`src/rtl/core/i2cm_pkg.sv`:
```
package i2cm_pkg;

   localparam int BITS_PER_BYTE = 8;

   typedef enum logic [1:0] {
      CMD_START = 2'd0,
      CMD_STOP  = 2'd1,
      CMD_WRITE = 2'd2,
      CMD_READ  = 2'd3
   } cmd_type;

   // Phase numbers are 1-based; these are the last phase of each sequence.
   localparam logic [5:0] SHORT_LAST_STEP = 6'd4;
   localparam logic [5:0] WRITE_LAST_STEP = 6'(3 * BITS_PER_BYTE + 2);
   localparam logic [5:0] READ_LAST_STEP  = 6'(2 * BITS_PER_BYTE + 3);

   // Zero-based phase offsets inside the write and read sequences.
   localparam logic [4:0] WR_ACK_LOW_PHASE = 5'(3 * BITS_PER_BYTE);
   localparam logic [4:0] RD_ACK_LOW_PHASE = 5'(2 * BITS_PER_BYTE);
   localparam logic [4:0] RD_ACK_SDA_PHASE = 5'(2 * BITS_PER_BYTE + 1);

   localparam logic [15:0] PHASE_TICKS_RESET = 16'd4;

   typedef struct packed {
      logic       cmd_valid;
      cmd_type    command;
      logic [7:0] write_byte;
      logic       ack_to_send;
      logic       sda_in;
   } req_word_type;

   typedef struct packed {
      logic       scl_out;
      logic       sda_out;
      logic       busy_res;
      logic       done_res;
      logic [7:0] read_byte;
      logic       ack_received;
   } rsp_word_type;

endpackage

```
`src/rtl/core/i2cm_stream_if.sv`:
```
interface i2cm_stream_if #(
   parameter type payload_type = logic
);
   logic        valid;
   logic        ready;
   payload_type data;

   modport source (output valid, output data, input ready);
   modport sink (input valid, input data, output ready);
endinterface

```
`src/rtl/core/i2cm_seq_core.sv`:
```
module i2cm_seq_core (
   input  logic                  clock,
   input  logic                  reset,
   input  logic                  accept,
   input  i2cm_pkg::req_word_type req_word,
   input  logic                  csr_wr_en,
   input  logic [15:0]           csr_wr_data,
   output i2cm_pkg::rsp_word_type rsp_word
);

   logic [15:0]       phase_ticks_ff;
   logic [15:0]       tick_ff, tick_in;
   logic [5:0]        step_ff, step_in;
   logic [7:0]        shift_ff, shift_in;
   i2cm_pkg::cmd_type cmd_ff, cmd_in;
   logic              scl_lvl_ff, scl_lvl_in;
   logic              sda_lvl_ff, sda_lvl_in;
   logic              ack_reg_ff, ack_reg_in;
   logic              pend_ff, pend_in;
   logic [7:0]        rdata_ff, rdata_in;

   logic [15:0] hold;
   logic [15:0] tick_dec;
   logic [5:0]  last_step;
   logic        do_phase;
   logic        done;
   logic [4:0]  phase;
   logic [8:0]  div_prod;
   logic [2:0]  wr_bit;
   logic [4:0]  wr_rem;
   logic [7:0]  shift_out;

   always_ff @(posedge clock) begin
      if (reset) begin
         phase_ticks_ff <= i2cm_pkg::PHASE_TICKS_RESET;
      end else if (csr_wr_en) begin
         phase_ticks_ff <= csr_wr_data;
      end
   end

   always_ff @(posedge clock) begin
      if (reset) begin
         tick_ff    <= '0;
         step_ff    <= '0;
         shift_ff   <= '0;
         cmd_ff     <= i2cm_pkg::CMD_START;
         scl_lvl_ff <= 1'b1;
         sda_lvl_ff <= 1'b1;
         ack_reg_ff <= 1'b0;
         pend_ff    <= 1'b0;
         rdata_ff   <= '0;
      end else if (accept) begin
         tick_ff    <= tick_in;
         step_ff    <= step_in;
         shift_ff   <= shift_out;
         cmd_ff     <= cmd_in;
         scl_lvl_ff <= scl_lvl_in;
         sda_lvl_ff <= sda_lvl_in;
         ack_reg_ff <= ack_reg_in;
         pend_ff    <= pend_in;
         rdata_ff   <= rdata_in;
      end
   end

   always_comb begin
      unique case (cmd_ff)
         i2cm_pkg::CMD_WRITE: last_step = i2cm_pkg::WRITE_LAST_STEP;
         i2cm_pkg::CMD_READ:  last_step = i2cm_pkg::READ_LAST_STEP;
         default:             last_step = i2cm_pkg::SHORT_LAST_STEP;
      endcase
   end

   // Sequence control: start a command when idle, else count down the phase and advance or finish.
   always_comb begin
      hold       = (phase_ticks_ff == '0) ? 16'd1 : phase_ticks_ff;
      tick_dec   = (tick_ff != '0) ? tick_ff - 16'd1 : tick_ff;
      tick_in    = tick_ff;
      step_in    = step_ff;
      shift_in   = shift_ff;
      cmd_in     = cmd_ff;
      pend_in    = pend_ff;
      rdata_in   = rdata_ff;
      do_phase   = 1'b0;
      done       = 1'b0;
      if (step_ff == '0) begin
         if (req_word.cmd_valid) begin
            cmd_in = req_word.command;
            if (req_word.command == i2cm_pkg::CMD_WRITE) begin
               shift_in = req_word.write_byte;
            end
            if (req_word.command == i2cm_pkg::CMD_READ) begin
               shift_in = '0;
               pend_in  = req_word.ack_to_send;
            end
            step_in  = 6'd1;
            tick_in  = hold;
            do_phase = 1'b1;
         end
      end else begin
         tick_in = tick_dec;
         if (tick_dec == '0) begin
            if (step_ff >= last_step) begin
               if (cmd_ff == i2cm_pkg::CMD_READ) begin
                  rdata_in = shift_ff;
               end
               step_in = '0;
               done    = 1'b1;
            end else begin
               step_in  = step_ff + 6'd1;
               tick_in  = hold;
               do_phase = 1'b1;
            end
         end
      end
   end

   // Pin action of the phase being entered. Bit number of a write phase is
   // phase / 3, done as a multiply by 11 and a shift for phases below 24.
   always_comb begin
      phase      = 5'(step_in - 6'd1);
      div_prod   = 9'(phase) * 9'd11;
      wr_bit     = div_prod[7:5];
      wr_rem     = phase - {1'b0, wr_bit, 1'b0} - {2'b00, wr_bit};
      scl_lvl_in = scl_lvl_ff;
      sda_lvl_in = sda_lvl_ff;
      ack_reg_in = ack_reg_ff;
      if (do_phase) begin
         unique case (cmd_in)
            i2cm_pkg::CMD_START: begin
               priority if (phase == 5'd0) scl_lvl_in = 1'b0;
               else if (phase == 5'd1)     sda_lvl_in = 1'b1;
               else if (phase == 5'd2)     scl_lvl_in = 1'b1;
               else                        sda_lvl_in = 1'b0;
            end
            i2cm_pkg::CMD_STOP: begin
               priority if (phase == 5'd0) scl_lvl_in = 1'b0;
               else if (phase == 5'd1)     sda_lvl_in = 1'b0;
               else if (phase == 5'd2)     scl_lvl_in = 1'b1;
               else                        sda_lvl_in = 1'b1;
            end
            i2cm_pkg::CMD_WRITE: begin
               priority if (phase < i2cm_pkg::WR_ACK_LOW_PHASE) begin
                  priority if (wr_rem == 5'd0) scl_lvl_in = 1'b0;
                  else if (wr_rem == 5'd1)     sda_lvl_in = shift_in[~wr_bit];
                  else                         scl_lvl_in = 1'b1;
               end else if (phase == i2cm_pkg::WR_ACK_LOW_PHASE) begin
                  sda_lvl_in = 1'b1;
                  scl_lvl_in = 1'b0;
               end else begin
                  scl_lvl_in = 1'b1;
                  ack_reg_in = req_word.sda_in;
               end
            end
            i2cm_pkg::CMD_READ: begin
               priority if (phase < i2cm_pkg::RD_ACK_LOW_PHASE) begin
                  if (!phase[0]) begin
                     if (phase == 5'd0) sda_lvl_in = 1'b1;
                     scl_lvl_in = 1'b0;
                  end else begin
                     scl_lvl_in = 1'b1;
                  end
               end else if (phase == i2cm_pkg::RD_ACK_LOW_PHASE) begin
                  scl_lvl_in = 1'b0;
               end else if (phase == i2cm_pkg::RD_ACK_SDA_PHASE) begin
                  sda_lvl_in = pend_in;
               end else begin
                  scl_lvl_in = 1'b1;
               end
            end
         endcase
      end
   end

   // A read phase that raises SCL shifts the sampled SDA in, MSB first.
   always_comb begin
      shift_out = shift_in;
      if (do_phase && cmd_in == i2cm_pkg::CMD_READ
          && phase < i2cm_pkg::RD_ACK_LOW_PHASE && phase[0]) begin
         shift_out = {shift_in[6:0], req_word.sda_in};
      end
   end

   always_comb begin
      rsp_word.scl_out      = scl_lvl_in;
      rsp_word.sda_out      = sda_lvl_in;
      rsp_word.busy_res     = (step_in != '0);
      rsp_word.done_res     = done;
      rsp_word.read_byte    = rdata_in;
      rsp_word.ack_received = ack_reg_in;
   end

endmodule

```
`src/rtl/core/i2cm_rsp_buf.sv`:
```
module i2cm_rsp_buf (
   input  logic                  clock,
   input  logic                  reset,
   input  logic                  push,
   input  i2cm_pkg::rsp_word_type push_word,
   output logic                  push_ready,
   output logic                  out_valid,
   input  logic                  out_ready,
   output i2cm_pkg::rsp_word_type out_word
);

   logic                  main_valid_ff, main_valid_in;
   logic                  skid_valid_ff, skid_valid_in;
   i2cm_pkg::rsp_word_type main_ff, main_in;
   i2cm_pkg::rsp_word_type skid_ff, skid_in;
   logic                  pop;

   assign pop        = main_valid_ff && out_ready;
   assign push_ready = !skid_valid_ff;
   assign out_valid  = main_valid_ff;
   assign out_word   = main_ff;

   // A second word waits in the skid stage while the output one is stalled.
   always_comb begin
      main_valid_in = main_valid_ff;
      skid_valid_in = skid_valid_ff;
      main_in       = main_ff;
      skid_in       = skid_ff;
      if (skid_valid_ff) begin
         if (pop) begin
            main_in       = skid_ff;
            skid_valid_in = 1'b0;
         end
      end else if (push) begin
         if (!main_valid_ff || pop) begin
            main_in       = push_word;
            main_valid_in = 1'b1;
         end else begin
            skid_in       = push_word;
            skid_valid_in = 1'b1;
         end
      end else if (pop) begin
         main_valid_in = 1'b0;
      end
   end

   always_ff @(posedge clock) begin
      if (reset) begin
         main_valid_ff <= 1'b0;
         skid_valid_ff <= 1'b0;
      end else begin
         main_valid_ff <= main_valid_in;
         skid_valid_ff <= skid_valid_in;
      end
   end

   always_ff @(posedge clock) begin
      main_ff <= main_in;
      skid_ff <= skid_in;
   end

endmodule

```
`src/rtl/core/i2c_master_bit_sequencer.sv`:
```
// I2C master bit sequencer. Every req word is one timing tick: it may carry a
// start, stop, write-byte or read-byte command, which is taken only while the
// sequencer is idle, and each word yields exactly one rsp word with the SCL and
// SDA levels, busy and done flags, the last read byte and the last received
// acknowledge. A word is accepted in every cycle while the output buffer has room; the
// sequence state updates in one pass between the tick input and a result
// register, and a two-word output buffer lets req stay ready while one result
// waits, so req_bus.ready drops only when two results are stalled. Each phase
// lasts csr phase_ticks ticks (reset 4, zero acts as one); write csr only idle.
module i2c_master_bit_sequencer (
   input  logic          clock,
   input  logic          reset,
   i2cm_stream_if.sink   req_bus,
   i2cm_stream_if.source rsp_bus,
   input  logic          csr_wr_en,
   input  logic [15:0]   csr_wr_data
);

   logic                  accept;
   logic                  buf_ready;
   i2cm_pkg::req_word_type req_word;
   i2cm_pkg::rsp_word_type step_word;
   i2cm_pkg::rsp_word_type out_word;

   assign req_word      = req_bus.data;
   assign req_bus.ready = buf_ready;
   assign accept        = req_bus.valid && buf_ready;
   assign rsp_bus.data  = out_word;

   i2cm_seq_core u_core (
      .clock       (clock),
      .reset       (reset),
      .accept      (accept),
      .req_word    (req_word),
      .csr_wr_en   (csr_wr_en),
      .csr_wr_data (csr_wr_data),
      .rsp_word    (step_word)
   );

   i2cm_rsp_buf u_buf (
      .clock      (clock),
      .reset      (reset),
      .push       (accept),
      .push_word  (step_word),
      .push_ready (buf_ready),
      .out_valid  (rsp_bus.valid),
      .out_ready  (rsp_bus.ready),
      .out_word   (out_word)
   );

endmodule

```
`src/flat_wrapper.sv`:
```
// flat-port wrapper written by rule: the top's interface ports become plain ports
module i2c_master_bit_sequencer_flat import i2cm_pkg::*;
  (clock, reset, csr_wr_en, csr_wr_data, req_bus_valid, req_bus_data, req_bus_ready, rsp_bus_valid, rsp_bus_data, rsp_bus_ready);
  i2cm_stream_if #(.payload_type(req_word_type)) req_bus_i ();
  i2cm_stream_if #(.payload_type(rsp_word_type)) rsp_bus_i ();
  input  logic clock;
  input  logic reset;
  input  logic csr_wr_en;
  input  logic [15:0] csr_wr_data;
  input wire logic [$bits(req_bus_i.valid)-1:0] req_bus_valid;
  input wire logic [$bits(req_bus_i.data)-1:0] req_bus_data;
  output wire logic [$bits(req_bus_i.ready)-1:0] req_bus_ready;
  output wire logic [$bits(rsp_bus_i.valid)-1:0] rsp_bus_valid;
  output wire logic [$bits(rsp_bus_i.data)-1:0] rsp_bus_data;
  input wire logic [$bits(rsp_bus_i.ready)-1:0] rsp_bus_ready;
  assign req_bus_i.valid = req_bus_valid;
  assign req_bus_i.data = req_bus_data;
  assign req_bus_ready = req_bus_i.ready;
  assign rsp_bus_valid = rsp_bus_i.valid;
  assign rsp_bus_data = rsp_bus_i.data;
  assign rsp_bus_i.ready = rsp_bus_ready;
  i2c_master_bit_sequencer u_core (.clock(clock), .reset(reset), .req_bus(req_bus_i), .rsp_bus(rsp_bus_i), .csr_wr_en(csr_wr_en), .csr_wr_data(csr_wr_data));
endmodule
```
`config.mk`:
```
export PLATFORM = sky130hd
export DESIGN_NAME = i2c_master_bit_sequencer_flat
export DESIGN_NICKNAME = d
export VERILOG_FILES = /design/src/rtl/core/i2cm_pkg.sv /design/src/rtl/core/i2cm_stream_if.sv /design/src/rtl/core/i2cm_seq_core.sv /design/src/rtl/core/i2cm_rsp_buf.sv /design/src/rtl/core/i2c_master_bit_sequencer.sv /design/src/flat_wrapper.sv
export SDC_FILE = /design/constraint.sdc
export NUM_CORES = 1
export LEC_CHECK = 0
export ABC_AREA = 1
export BUFFER_PORTS_ARGS = -buffer_cell sky130_fd_sc_hd__buf_2
export CELL_PAD_IN_SITES_DETAIL_PLACEMENT = 0
export CELL_PAD_IN_SITES_GLOBAL_PLACEMENT = 1
export CORE_ASPECT_RATIO = 0.9
export CORE_MARGIN = 2
export CORE_UTILIZATION = 44
export DETAILED_ROUTE_END_ITERATION = 16
export HOLD_SLACK_MARGIN = 0.06
export PLACE_DENSITY_LB_ADDON = 0.1
export SYNTH_ARGS = -nofsm -noshare
export SYNTH_HDL_FRONTEND = slang
export SYNTH_SLANG_ARGS = --single-unit
```
`constraint.sdc`:
```
create_clock -name clock -period 9 [get_ports clock]
set_input_delay 1.8 -clock clock [delete_from_list [all_inputs] [get_ports clock]]
set_output_delay 1.8 -clock clock [all_outputs]
set_load 0.01 [all_outputs]
```
==> summary.txt <==
CTS tree -> yes
Num rows -> 40
Clk_skew -> 0.00630 ns
Final hold viol count -> 0
Worst slew pin tran -> 1.08 ns
Starting density of the core -> 45.1%
Setup violators final -> 0
Most common cell after layout, fill and taps aside -> nand2_1
First-pass GRT wire length -> 26.1 mm
Syn_area_per_cell -> 7.13 µm²
CTS H-tree depth -> 3
Switching pwr -> 0.929 mW
RSZ-0062 raised after global routing -> false
Final worst path period need -> 7.65 ns
Dpl hpwl -> 11.8 mm
Crit path capture type -> flop
CTS buffer count -> 9
Fmax -> 0.131 GHz
Dominant synthesized flop cell -> dfxtp_1
Layout Nets -> 954
Synth top area cells -> dfxtp_1 21%, edfxtp_1 13%, nand2_1 10%
Worst Hold Path EP -> u_core.u_core.shift_ff[6]
Sw Share -> 46.6%
Worst slew margin -> 28.0%
R2R Path Start -> u_core.u_core.tick_ff[0]
Root Buffer -> clkbuf_16
HP Class -> flop to flop
FFs w/ async S/R, synth -> 0%
All-Layer GR Usage -> 22.4%
Placer Congestion -> 0.964
Share of total power in combinational logic -> 57.5%
Total grt overflow -> 0
Distinct cells, synth -> 45
DR DRC count -> 0
Area grow syn2layout -> 11.1%
Hold_buf cts -> 0
Layout cell share with drive strength beyond 1 -> 15.2%
Largest net degree at the start of global routing -> 50
RR Endpoint -> u_core.u_buf.out_word[11]
Worst Path Required -> 9.11 ns
Flop pwr share -> 23.4%
Die width -> 128 µm
CP max stage delay -> 0.54 ns
Pre-antenna DRT Iters -> 5
Post-route ant nets -> 0
EDFF count, synth -> 26
IO Count -> 49
Die height -> 115 µm
Sum of negative setup slack -> 0 ns
Hold path depth -> 2
Status -> complete, no violations
Vias in the first global route -> 5,034
Slowest CP cell -> fa_1
FF-to-FF setup slack -> 1.35 ns
Bufs on Longest Clock Path -> 2
I/O Buffers -> 48
1st-iter DRT viols -> 487
IR drop worst, VDD -> 0.403 mV
Drt total wl -> 15.8 mm
Clock Pin Slew Worst Setup and Hold Paths -> 0.07 ns
Setup Buffers After CTS -> 0
Critical path fanouts, max -> 16
Slew Limit Fails -> 0
Syn Nets -> 916
Synthesized flop and latch total -> 88
Core Area -> 0.0134 mm²
Worst-Skew Late Latency -> 0.35 ns
Synthesized cell area -> 0.00605 mm²
Lkg Pwr -> 3.24 nW
YS warnings -> 0
Area leader, netlist -> dfxtp_1
Post-cts sizing count -> 0
Fin crit share -> 85.0%
CTS Sinks -> 88
WS Path Type -> flop to flop
Most frequent cells in the layout -> 163 x nand2_1, 157 x inv_1, 72 x a21oi_1
Worst Path Arrival -> 7.76 ns
Max Cap Viol -> 0
Share of the synthesized area in the top cell type -> 20.5%
R2r worst-path depth -> 47
Full die area -> 0.0147 mm²
ANT cells -> 0
Total number of vias -> 5,574
Initial antenna violation count -> 0
P_int -> 1.07 mW
Startpoint types -> flop
Pwr Total -> 1.99 mW
Post-Synthesis Cells -> 849
Sequential-to-total area share from yosys stat -> 33.4%
Hold_sp -> u_core.u_core.shift_ff[6]
Cell area power density -> 297 mW/mm²
Clk pwr share -> 19.2%
WL/cell -> 14.9 µm
Vias per Instance -> 5.26
Hold_ws -> 0.468 ns
CP dominant cell by count -> nand2_1
## cells by family (layout without fill, tap and decap cells)
family | after synthesis | count (layout) | share of synthesized area (%)
compound gates | 180 | 180 | 16.7
xor+xnor | 10 | 10 | 1.45
fa+ha+maj | 33 | 33 | 7.19
buf+inv | 190 | 233 | 11.9
flops | 88 | 88 | 33.4
mux | 8 | 8 | 1.32
simple gates | 340 | 340 | 28.0
## cells in the mapped netlist (4+ instances only)
master and n:
nand2_2 21, inv_2 5, clkbuf_1 21, mux2i_1 8, nor2_2 12, a31oi_1 4
nand3_2 5, o22ai_1 7, inv_1 157, dfxtp_1 62, o221ai_1 11, o211ai_1 4
nand3_1 37, o21ai_0 64, a21oi_1 72, ha_1 30, nand2_1 163, clkinv_1 4
nand4_1 24, xor2_1 10, nor2_4 5, o21ai_1 6, nand2_4 5, nor2_1 52
edfxtp_1 26
## registers in the layout, summed over array words and instances, names as in the netlist, 2 cells and up
signal                        flops
u_core.u_core.phase_ticks_ff     16
u_core.u_core.tick_ff            16
u_core.u_buf.out_word            13
u_core.u_buf.skid_ff             13
u_core.u_core.rdata_ff            8
u_core.u_core.shift_ff            8
u_core.u_core.step_ff             6
u_core.u_core.cmd_ff              2
## critical path: cells and delay by family, from the launching register on
family | cells | cell delay, ns
xor+xnor | 1 | 0.20
simple gates | 29 | 3.28
buf+inv | 5 | 0.41
fa+ha+maj | 6 | 2.24
compound gates | 6 | 0.97
flops | 1 | 0.35
## power groups by stage
| stage | Sequential [mW] | Clock [mW] | Combinational [mW] |
|---|---|---|---|
| after floorplan | 0.470 | 0 | 0.899 |
| after global placement | 0.474 | 0 | 1.11 |
| after detailed placement | 0.474 | 0 | 1.14 |
| after CTS | 0.465 | 0.392 | 1.14 |
| after global routing | 0.470 | 0.406 | 1.34 |
| final | 0.466 | 0.382 | 1.15 |
## layout make-up
cell class                      instances  area (µm²)
Tap cell                              168         210
Multi-Input combinational cell        571        3310
Fill cell                            1312        6690
Sequential cell                        88        2020
Clock inverter                          7        75.1
Clock buffer                            9         225
Inverter                              166         623
Timing Repair Buffer                   51         263
## per-layer routing
metal | vias up | routed length (µm) | GRT usage, %
li1 | 2851 | - | -
met1 | 2537 | 8340 | 36.1
met2 | 177 | 6300 | 31.3
met3 | 9 | 1010 | 3.72
met4 | 0 | 129 | 4.18
met5 | - | 0 | 0
## worst max-delay path by stage
stage | startpoint | to | slack [ns] | cells after the start
6_report | u_core.u_core.tick_ff[0] | u_core.u_buf.out_word[11] | 1.35 | 47
3_3_place_gp | req_bus_data[12] | u_core.u_buf.out_word[11] | 1.39 | 38
5_1_grt | u_core.u_core.tick_ff[0] | u_core.u_buf.out_word[11] | 0.56 | 44
3_5_place_dp | req_bus_data[12] | u_core.u_buf.out_word[11] | 1.20 | 38
4_1_cts | u_core.u_core.tick_ff[0] | u_core.u_buf.out_word[11] | 1.32 | 47
2_1_floorplan | req_bus_data[12] | u_core.u_buf.out_word[11] | 1.83 | 37
## per-stage QoR
stage | util, % | cell area [µm²] | setup WS [ns] | cells
6_report | 50.1 | 6730 | 1.35 | 1060
5_1_grt | 50.1 | 6730 | 0.559 | 1060
4_1_cts | 50.1 | 6730 | 1.32 | 1060
3_5_place_dp | 47.9 | 6430 | 1.20 | 1044
3_3_place_gp | 47.9 | 6430 | 1.39 | 1044
2_1_floorplan | - | 6050 | 1.83 | 849
Note: power is estimated with default switching activity, not from simulation.
